[src/rtl/scd_pkg.sv]
// ----------------------------------------------------------------------------
// Serial I/O command decoder package
// Payload types, character codes and the decimal conversion shared by the
// decoder, the reply serializer and the channel interfaces.
// ----------------------------------------------------------------------------
package scd_pkg;

  localparam int FRAME_LEN = 7;
  localparam int PINS_W    = 12;
  localparam int IDX_W     = 4;

  localparam logic [2:0] FRAME_LAST = 3'(FRAME_LEN - 1);

  localparam logic [7:0] CH_LT = 8'h3C;
  localparam logic [7:0] CH_QM = 8'h3F;
  localparam logic [7:0] CH_GT = 8'h3E;
  localparam logic [7:0] CH_0  = 8'h30;
  localparam logic [7:0] CH_9  = 8'h39;
  localparam logic [7:0] CH_S  = 8'h53;
  localparam logic [7:0] CH_E  = 8'h45;
  localparam logic [7:0] CH_O  = 8'h4F;
  localparam logic [7:0] CH_P  = 8'h50;
  localparam logic [7:0] CH_C  = 8'h43;
  localparam logic [7:0] CH_A  = 8'h41;
  localparam logic [7:0] CH_B  = 8'h42;
  localparam logic [7:0] CH_N  = 8'h4E;
  localparam logic [7:0] CH_F  = 8'h46;
  localparam logic [7:0] CH_K  = 8'h4B;
  localparam logic [7:0] CH_H  = 8'h48;
  localparam logic [7:0] CH_L  = 8'h4C;

  localparam logic [23:0] PAY_INV = 24'h494E56;

  typedef struct packed {
    logic       kind;
    logic [7:0] byte_value;
    logic [2:0] sensor_channel;
  } in_item_t;

  typedef struct packed {
    logic [7:0]        reply_byte;
    logic              last_byte;
    logic [PINS_W-1:0] output_pins;
  } out_item_t;

  typedef struct packed {
    logic              valid;
    logic              sensor;
    logic              stored;
    logic [23:0]       pay;
    logic [PINS_W-1:0] pins;
  } cmd_t;

  typedef struct packed {
    logic             we;
    logic [IDX_W-1:0] waddr;
    logic [7:0]       wdata;
    logic             re;
    logic [IDX_W-1:0] raddr;
  } ram_req_t;

  function automatic logic [23:0] dec3(input logic [7:0] v);
    logic [1:0]  h;
    logic [7:0]  r;
    logic [14:0] prod;
    logic [3:0]  t;
    logic [7:0]  u;
    h    = (v >= 8'd200) ? 2'd2 : ((v >= 8'd100) ? 2'd1 : 2'd0);
    r    = v - ((h == 2'd2) ? 8'd200 : ((h == 2'd1) ? 8'd100 : 8'd0));
    prod = 15'(r) * 15'd205;
    t    = prod[14:11];
    u    = r - 8'(t) * 8'd10;
    return {CH_0 + 8'(h), CH_0 + 8'(t), CH_0 + u};
  endfunction

endpackage

[src/rtl/scd_in_if.sv]
// ----------------------------------------------------------------------------
// Request channel
// Valid/ready channel that carries one serial byte or sensor update.
// ----------------------------------------------------------------------------
interface scd_in_if;
  logic              valid;
  logic              ready;
  scd_pkg::in_item_t data;

  modport source (output valid, output data, input ready);
  modport sink (input valid, input data, output ready);
endinterface

[src/rtl/scd_out_if.sv]
// ----------------------------------------------------------------------------
// Reply channel
// Valid/ready channel that carries one byte of a reply frame.
// ----------------------------------------------------------------------------
interface scd_out_if;
  logic               valid;
  logic               ready;
  scd_pkg::out_item_t data;

  modport source (output valid, output data, input ready);
  modport sink (input valid, input data, output ready);
endinterface

[src/rtl/serial_io_command_decoder.sv]
// ----------------------------------------------------------------------------
// Serial I/O command decoder
// Decodes <?abc?> command frames from a serial byte stream, keeps sensor
// samples and output switch states, and sends seven-byte reply frames.
//
//   Port      Role    Payload
//   request   sink    kind, byte_value, sensor_channel
//   reply     source  reply_byte, last_byte, output_pins
//
// One request is taken every cycle unless stalled; a framed command and its
// sensor memory read are registered, then its seven reply bytes follow.
// Requests keep streaming while a reply is sent; they stall only when a
// second framed command waits behind a reply still in progress.
// Synchronous reset clears the frame window, the switches and the sensor
// valid bits, so unwritten samples read as zero.
// ----------------------------------------------------------------------------
module serial_io_command_decoder #(
  parameter int SENSOR_COUNT = 8,
  parameter int OUTPUT_COUNT = 12
) (
  input logic       clk,
  input logic       rst,
  scd_in_if.sink    request,
  scd_out_if.source reply
);
  import scd_pkg::*;

  localparam int RAM_AW = (SENSOR_COUNT > 1) ? $clog2(SENSOR_COUNT) : 1;

  cmd_t       cmd;
  ram_req_t   ram_req;
  logic       advance;
  logic [7:0] rdata;

  scd_decode #(
    .SENSOR_COUNT(SENSOR_COUNT),
    .OUTPUT_COUNT(OUTPUT_COUNT)
  ) u_decode (
    .clk     (clk),
    .rst     (rst),
    .request (request),
    .advance (advance),
    .cmd     (cmd),
    .ram_req (ram_req)
  );

  scd_ram #(
    .WIDTH(8),
    .DEPTH(SENSOR_COUNT),
    .AW   (RAM_AW)
  ) u_sensor_ram (
    .clk   (clk),
    .we    (ram_req.we),
    .waddr (ram_req.waddr[RAM_AW-1:0]),
    .wdata (ram_req.wdata),
    .re    (ram_req.re),
    .raddr (ram_req.raddr[RAM_AW-1:0]),
    .rdata (rdata)
  );

  scd_reply u_reply (
    .clk     (clk),
    .rst     (rst),
    .cmd     (cmd),
    .rdata   (rdata),
    .advance (advance),
    .reply   (reply)
  );

  a_stall_cause: assert property (@(posedge clk) disable iff (rst)
    !request.ready |-> cmd.valid && reply.valid)
    else $error("request stalled with no reply pending");

endmodule

[src/rtl/scd_ram.sv]
// ----------------------------------------------------------------------------
// Generic RAM
// One write port and one read port with registered read data.
// ----------------------------------------------------------------------------
module scd_ram #(
  parameter int WIDTH = 8,
  parameter int DEPTH = 8,
  parameter int AW    = (DEPTH > 1) ? $clog2(DEPTH) : 1
) (
  input  logic             clk,
  input  logic             we,
  input  logic [AW-1:0]    waddr,
  input  logic [WIDTH-1:0] wdata,
  input  logic             re,
  input  logic [AW-1:0]    raddr,
  output logic [WIDTH-1:0] rdata
);

  logic [WIDTH-1:0] mem [DEPTH];

  always_ff @(posedge clk) begin
    if (we) begin
      mem[waddr] <= wdata;
    end
    if (re) begin
      rdata <= mem[raddr];
    end
  end

endmodule

[src/rtl/scd_decode.sv]
// ----------------------------------------------------------------------------
// Frame decoder
// Shifts serial bytes through the frame window, decodes framed commands,
// updates the output switches and issues sensor memory accesses.
// ----------------------------------------------------------------------------
module scd_decode #(
  parameter int SENSOR_COUNT = 8,
  parameter int OUTPUT_COUNT = 12
) (
  input  logic              clk,
  input  logic              rst,
  scd_in_if.sink            request,
  input  logic              advance,
  output scd_pkg::cmd_t     cmd,
  output scd_pkg::ram_req_t ram_req
);
  import scd_pkg::*;

  logic [7:0]              hist [FRAME_LEN-1];
  logic [SENSOR_COUNT-1:0] stored;
  logic [OUTPUT_COUNT-1:0] bits;
  logic [OUTPUT_COUNT-1:0] bits_next;
  logic [OUTPUT_COUNT-1:0] out_sel;
  logic [SENSOR_COUNT-1:0] sen_sel;
  logic [SENSOR_COUNT-1:0] wr_sel;
  cmd_t                    cmd_next;
  logic                    accept;
  logic                    serial;
  logic                    framed;
  logic [7:0]              val;
  logic [7:0]              ca;
  logic [7:0]              cb;
  logic [7:0]              cc;
  logic                    is_dig;
  logic [IDX_W-1:0]        dnum;
  logic [IDX_W-1:0]        onum;
  logic                    sensor_ok;
  logic                    out_ok;
  logic                    chan_ok;

  assign request.ready = !cmd.valid || advance;
  assign accept = request.valid && request.ready;
  assign serial = !request.data.kind;
  assign val    = request.data.byte_value;
  assign framed = (hist[0] == CH_LT) && (hist[1] == CH_QM) &&
                  (hist[FRAME_LEN-2] == CH_QM) && (val == CH_GT);
  assign ca = hist[2];
  assign cb = hist[3];
  assign cc = hist[4];

  assign is_dig    = (cc >= CH_0) && (cc <= CH_9);
  assign dnum      = IDX_W'(cc - CH_0);
  assign onum      = is_dig ? dnum : ((cc == CH_A) ? IDX_W'(10) : IDX_W'(11));
  assign sensor_ok = is_dig && ({1'b0, dnum} < 5'(SENSOR_COUNT));
  assign out_ok    = (is_dig || (cc == CH_A) || (cc == CH_B)) &&
                     ({1'b0, onum} < 5'(OUTPUT_COUNT));
  assign chan_ok   = {2'b00, request.data.sensor_channel} < 5'(SENSOR_COUNT);

  always_comb begin
    for (int i = 0; i < OUTPUT_COUNT; i++) begin
      out_sel[i] = (onum == IDX_W'(i));
    end
    for (int i = 0; i < SENSOR_COUNT; i++) begin
      sen_sel[i] = (dnum == IDX_W'(i));
      wr_sel[i]  = ({1'b0, request.data.sensor_channel} == IDX_W'(i));
    end
  end

  always_comb begin
    bits_next       = bits;
    cmd_next.valid  = serial && framed;
    cmd_next.sensor = 1'b0;
    cmd_next.stored = 1'b0;
    cmd_next.pay    = PAY_INV;
    if ((ca == CH_S) && (cb == CH_E)) begin
      if (sensor_ok) begin
        cmd_next.sensor = 1'b1;
        cmd_next.stored = |(stored & sen_sel);
      end
    end else if (((ca == CH_S) || (ca == CH_C) || (ca == CH_P)) && (cb == CH_O)) begin
      if (out_ok) begin
        if (ca == CH_S) begin
          bits_next    = bits | out_sel;
          cmd_next.pay = {CH_O, CH_O, CH_K};
        end else if (ca == CH_C) begin
          bits_next    = bits & ~out_sel;
          cmd_next.pay = {CH_O, CH_O, CH_K};
        end else begin
          cmd_next.pay = {CH_O, CH_O, (|(bits & out_sel)) ? CH_N : CH_F};
        end
      end
    end else if ((ca == CH_S) && (cb == CH_H) && (cc == CH_L)) begin
      cmd_next.pay = {CH_E, CH_H, CH_L};
    end
    cmd_next.pins = PINS_W'(bits_next);
  end

  assign ram_req.we    = accept && !serial && chan_ok;
  assign ram_req.waddr = {1'b0, request.data.sensor_channel};
  assign ram_req.wdata = val;
  assign ram_req.re    = accept;
  assign ram_req.raddr = dnum;

  always_ff @(posedge clk) begin
    if (rst) begin
      for (int i = 0; i < FRAME_LEN - 1; i++) begin
        hist[i] <= 8'h00;
      end
      stored    <= '0;
      bits      <= '0;
      cmd.valid <= 1'b0;
    end else begin
      if (accept) begin
        cmd <= cmd_next;
        if (serial) begin
          for (int i = 0; i < FRAME_LEN - 2; i++) begin
            hist[i] <= hist[i+1];
          end
          hist[FRAME_LEN-2] <= val;
          if (framed) begin
            bits <= bits_next;
          end
        end else if (chan_ok) begin
          stored <= stored | wr_sel;
        end
      end else if (advance) begin
        cmd.valid <= 1'b0;
      end
    end
  end

  a_hold_stalled: assert property (@(posedge clk) disable iff (rst)
    cmd.valid && !advance |=> cmd.valid && $stable(cmd.pay) && $stable(cmd.pins))
    else $error("pending command changed while stalled");

  a_only_framed: assert property (@(posedge clk) disable iff (rst)
    accept && !(serial && framed) |=> !cmd.valid)
    else $error("command raised without a complete frame");

  a_pins_steady: assert property (@(posedge clk) disable iff (rst)
    !(accept && serial && framed) |=> $stable(bits))
    else $error("output switches changed outside a framed command");

endmodule

[src/rtl/scd_reply.sv]
// ----------------------------------------------------------------------------
// Reply serializer
// Takes a decoded command with its sensor read data, forms the payload and
// sends the seven-byte reply frame one byte per handshake.
// ----------------------------------------------------------------------------
module scd_reply (
  input  logic          clk,
  input  logic          rst,
  input  scd_pkg::cmd_t cmd,
  input  logic [7:0]    rdata,
  output logic          advance,
  scd_out_if.source     reply
);
  import scd_pkg::*;

  logic              busy;
  logic [2:0]        cnt;
  logic [23:0]       pay;
  logic [PINS_W-1:0] pins;
  logic              send;
  logic              done;
  logic              load;
  logic [7:0]        byte_sel;

  assign send    = busy && reply.ready;
  assign done    = send && (cnt == FRAME_LAST);
  assign advance = !busy || done;
  assign load    = cmd.valid && advance;

  always_comb begin
    case (cnt)
      3'd0:    byte_sel = CH_LT;
      3'd1:    byte_sel = CH_QM;
      3'd2:    byte_sel = pay[23:16];
      3'd3:    byte_sel = pay[15:8];
      3'd4:    byte_sel = pay[7:0];
      3'd5:    byte_sel = CH_QM;
      default: byte_sel = CH_GT;
    endcase
  end

  assign reply.valid            = busy;
  assign reply.data.reply_byte  = byte_sel;
  assign reply.data.last_byte   = (cnt == FRAME_LAST);
  assign reply.data.output_pins = pins;

  always_ff @(posedge clk) begin
    if (rst) begin
      busy <= 1'b0;
      cnt  <= 3'd0;
    end else begin
      if (load) begin
        busy <= 1'b1;
        cnt  <= 3'd0;
        pins <= cmd.pins;
        if (cmd.sensor) begin
          pay <= dec3(cmd.stored ? rdata : 8'h00);
        end else begin
          pay <= cmd.pay;
        end
      end else if (done) begin
        busy <= 1'b0;
        cnt  <= 3'd0;
      end else if (send) begin
        cnt <= cnt + 3'd1;
      end
    end
  end

  a_keep_frame: assert property (@(posedge clk) disable iff (rst)
    send && (cnt != FRAME_LAST) |=> busy && (cnt == $past(cnt) + 3'd1))
    else $error("reply frame cut short");

  a_release: assert property (@(posedge clk) disable iff (rst)
    done && !cmd.valid |=> !busy)
    else $error("serializer stayed busy after the last byte");

  a_fresh_frame: assert property (@(posedge clk) disable iff (rst)
    load |=> busy && (cnt == 3'd0))
    else $error("new reply does not start at the first byte");

endmodule
[src/flat_wrapper.sv]
// flat-port wrapper written by rule: the top's interface ports become plain ports
module serial_io_command_decoder_flat import scd_pkg::*;
#(
  parameter int SENSOR_COUNT = 8,
  parameter int OUTPUT_COUNT = 12
)
  (clk, rst, request_valid, request_data, request_ready, reply_valid, reply_data, reply_ready);
  scd_in_if request_i ();
  scd_out_if reply_i ();
  input logic clk;
  input logic rst;
  input wire logic [$bits(request_i.valid)-1:0] request_valid;
  input wire logic [$bits(request_i.data)-1:0] request_data;
  output wire logic [$bits(request_i.ready)-1:0] request_ready;
  output wire logic [$bits(reply_i.valid)-1:0] reply_valid;
  output wire logic [$bits(reply_i.data)-1:0] reply_data;
  input wire logic [$bits(reply_i.ready)-1:0] reply_ready;
  assign request_i.valid = request_valid;
  assign request_i.data = request_data;
  assign request_ready = request_i.ready;
  assign reply_valid = reply_i.valid;
  assign reply_data = reply_i.data;
  assign reply_i.ready = reply_ready;
  serial_io_command_decoder #(.SENSOR_COUNT(SENSOR_COUNT), .OUTPUT_COUNT(OUTPUT_COUNT)) u_core (.clk(clk), .rst(rst), .request(request_i), .reply(reply_i));
endmodule
[config.mk]
export PLATFORM = sky130hd
export DESIGN_NAME = serial_io_command_decoder_flat
export DESIGN_NICKNAME = d
export VERILOG_FILES = /design/src/rtl/scd_pkg.sv /design/src/rtl/scd_in_if.sv /design/src/rtl/scd_out_if.sv /design/src/rtl/serial_io_command_decoder.sv /design/src/rtl/scd_ram.sv /design/src/rtl/scd_decode.sv /design/src/rtl/scd_reply.sv /design/src/flat_wrapper.sv
export SDC_FILE = /design/constraint.sdc
export NUM_CORES = 1
export LEC_CHECK = 0
export ABC_AREA = 1
export BUFFER_PORTS_ARGS = -buffer_cell sky130_fd_sc_hd__clkbuf_2
export CORE_ASPECT_RATIO = 1.1
export CORE_UTILIZATION = 55
export DETAILED_ROUTE_END_ITERATION = 10
export PLACE_DENSITY = 0.72
export SETUP_SLACK_MARGIN = 0.4
export SYNTH_ARGS = -nofsm -noshare
export SYNTH_HDL_FRONTEND = slang
export SYNTH_SLANG_ARGS = --single-unit
[constraint.sdc]
create_clock -name clk -period 8.97 [get_ports clk]
set_input_delay 1.3455 -clock clk [delete_from_list [all_inputs] [get_ports clk]]
set_output_delay 1.3455 -clock clk [all_outputs]
set_load 0.02 [all_outputs]
==> flow_metrics.env <==
export IMPL_outcome="complete, no violations"
export IMPL_synth_top_area_share_pct=50.7
export IMPL_power_density_nw_per_um2=344
export IMPL_hold_path_depth=0
export IMPL_crit_path_start_kind="register"
export IMPL_fp_row_count=51
export IMPL_drive_above_1_share_pct=9.17
export IMPL_start_util_pct=56.7
export IMPL_finalNetCount=1161
export IMPL_syn_to_final_growth_pct=10.0
export IMPL_max_stage_delay_ns=0.55
export IMPL_crit_path_end_kind="register"
export IMPL_netlist_cell_type_count=43
export IMPL_synth_area_per_cell_um2=9.87
export IMPL_die_h_um=144
export IMPL_pre_cts_slack_ns=0.948
export IMPL_vdd_drop_max_v=0.000433
export IMPL_reg2reg_setup_slack_ns=1.17
export IMPL_syn_area_um2=10100
export IMPL_holdCritStartpoint="u_core.u_decode.cmd[11]$_DFFE_PP_"
export IMPL_wl_um=20100
export IMPL_boundaryPins=39
export IMPL_tightest_slew_ns=1.09
export IMPL_drc_errors=0
export IMPL_p_leak_nw=4.83
export IMPL_yosysTopAreaCell="edfxtp_1"
export IMPL_tritoncts="built"
export IMPL_finalCriticalPeriod_ns=7.80
export IMPL_timing_rr_start="u_core.u_decode.cmd[36]$_SDFFCE_PN0P_"
export IMPL_place_inst=1286
export IMPL_grt_use_total_pct=22.4
export IMPL_finalHoldViolations=0
export IMPL_clock_skew_final_ns=0.00994
export IMPL_finish_utilization_pct=62.4
export IMPL_grt_pass1_vias=6825
export IMPL_grt_max_degree=49
export IMPL_routedWlPerCell_um=15.3
export IMPL_drt_initial_drc_count=424
export IMPL_crit_start="u_core.u_decode.cmd[36]$_SDFFCE_PN0P_"
export IMPL_timing_critical_path_mode_cell="nand2_1"
export IMPL_antenna_cells=0
export IMPL_setup_viol=0
export IMPL_hp_class="register to register"
export IMPL_async_flop_share_pct=0
export IMPL_vias_per_cell=5.31
export IMPL_ys_top_cells_by_count="nand2_1, inv_1, edfxtp_1"
export IMPL_finalCritPeriodShare_pct=86.9
export IMPL_maxCapViolCount=0
export IMPL_worst_ep_required_time_ns=9.16
export IMPL_drv_slew=0
export IMPL_antenna_found_initial=0
export IMPL_synth_area_leaders="edfxtp_1, ha_1, nand2_1"
export IMPL_tns_ns=0
export IMPL_ys_seq_area_share_pct=55.6
export IMPL_cp_max_fo=6
export IMPL_setup_ws_ns=1.17
export IMPL_max_freq_mhz=128
export IMPL_rsz0062_at_grt="no"
export IMPL_power_total_w=0.00383
export IMPL_clk_latency_ns=0.43
export IMPL_htreeDepth=4
export IMPL_cts_hold_buf=0
export IMPL_syn_nets=1119
export IMPL_clk_pin_slew_worst_paths_ns=0.07
export IMPL_numCtsBuffers=17
export IMPL_ff2ff_path_depth=44
export IMPL_overflow=0
export IMPL_synth_cells=1026
export IMPL_dpl_hpwl_um=14700
export IMPL_drtAntennaViolNets=0
export IMPL_dieArea_um2=19000
export IMPL_critPathArrivalTime_ns=7.99
export IMPL_cts_max_path_buffers=2
export IMPL_place_congestion=0.850
export IMPL_synth_flop_cell="edfxtp_1"
export IMPL_first_pass_iters=5
export IMPL_max_slew_margin_rel_pct=27.1
export IMPL_synth_most_common_cell="nand2_1"
export IMPL_grt_pass1_wl_um=32700
export IMPL_cts_root_buf="clkbuf_16"
export IMPL_num_vias=6999
export IMPL_synth_seq_cells=196
export IMPL_slowest_stage="fa_1"
export IMPL_coreArea_um2=17900
export IMPL_worst_setup_path_type="register to register"
export IMPL_fin_cells=1318
export IMPL_die_x_um=131
export IMPL_io_buffers=38
export IMPL_cts_sinks=196
export IMPL_ys_warn_count=0
export IMPL_synth_edf_count=171
per-stage QoR:
stage               cell area [um2]  hold slack (ns)
floorplan                     10100            0.400
global placement              10600            0.400
detailed placement            10600            0.405
CTS                           11100            0.417
global route                  11100            0.436
finish                        11100            0.413
flip-flops by register name, summed over array words and instances, names as in the netlist:
name / count
u_core.u_reply.pay: 18
u_core.u_decode.stored: 8
u_core.u_decode.cmd: 22
u_core.u_reply.pins: 12
u_core.u_decode.hist: 48
u_core.u_reply.cnt: 3
u_core.u_reply.reply.valid: 1
u_core.u_decode.bits: 12
u_core.u_sensor_ram.rdata: 8
u_core.u_sensor_ram.mem: 64
report_power, final:
part / switching, W / leakage (nW) / internal (W)
Sequential: 0.0000138 / 1.83 / 0.00107
Clock: 0.000337 / 0.269 / 0.000387
Combinational: 0.00125 / 2.73 / 0.000784
Total: 0.00160 / 4.83 / 0.00224
worst max-delay path: cells and delay by family, from the launching register on:
kind            cells  cell delay (ns)
fa+ha+maj          11             3.68
flops               1             0.47
xor+xnor            3             0.54
buf+inv             8             0.48
compound gates      4             0.65
simple gates       18             1.73
cell usage in the layout, fill, tap and decap left out, types with 3 or more instances in the layout:
master / n
a211oi_1: 3
nor3_1: 10
nor2_1: 123
a22o_1: 3
nor2_4: 5
nand2_2: 3
nand2_1: 195
a22oi_1: 16
inv_1: 183
a21oi_1: 24
inv_6: 6
clkbuf_2: 38
o21ai_0: 36
nor4_1: 4
xnor2_1: 4
buf_4: 5
nand3b_1: 3
nand4_1: 25
nor2_2: 5
fa_1: 13
a31oi_1: 11
clkbuf_16: 17
clkinv_1: 4
inv_2: 4
xor2_1: 6
o21a_1: 9
dfxtp_1: 25
nand3_1: 40
ha_1: 64
edfxtp_1: 171
cell type report:
class                   count  area, um2
inverters                 189        709
repair buffers             43        228
fillers                  1473       6720
clock inverters            13        123
flip-flops and latches    196       5640
clock buffers              18        429
multi-input cells         621       3720
well taps                 238        298
metal layers:
metal / vias to the layer above / track usage (%) / wire length, um
li1: 3490 / - / -
met1: 3325 / 26.5 / 8720
met2: 157 / 41.2 / 10400
met3: 27 / 3.89 / 673
met4: 0 / 7.77 / 318
met5: - / 0 / 0
worst paths after layout:
check                                   endpoint
max reg2reg  u_core.u_reply.pay[7]$_SDFFCE_PN0P_
min reg2reg    u_core.u_reply.pins[11]$_DFFE_PP_
max          u_core.u_reply.pay[7]$_SDFFCE_PN0P_
min            u_core.u_reply.pins[11]$_DFFE_PP_
repair_timing:
item                                    in CTS  in global routing
setup buffers                                0                  1
endpoints found under the setup margin       0                  1
gates resized for setup                      0                  3
logic make-up (layout without fill, tap and decap cells):
| family | Yosys count | after routing | share of synthesized area [%] |
|---|---|---|---|
| adder cells (fa/ha/maj) | 77 | 77 | 10.5 |
| XOR/XNOR | 12 | 12 | 1.04 |
| buffers and inverters | 209 | 263 | 7.94 |
| AO/OA/AOI/OAI | 109 | 109 | 6.58 |
| AND/OR/NAND/NOR | 423 | 423 | 18.3 |
| flip-flops | 196 | 196 | 55.6 |
No activity file was read; power rests on OpenSTA's default activity.
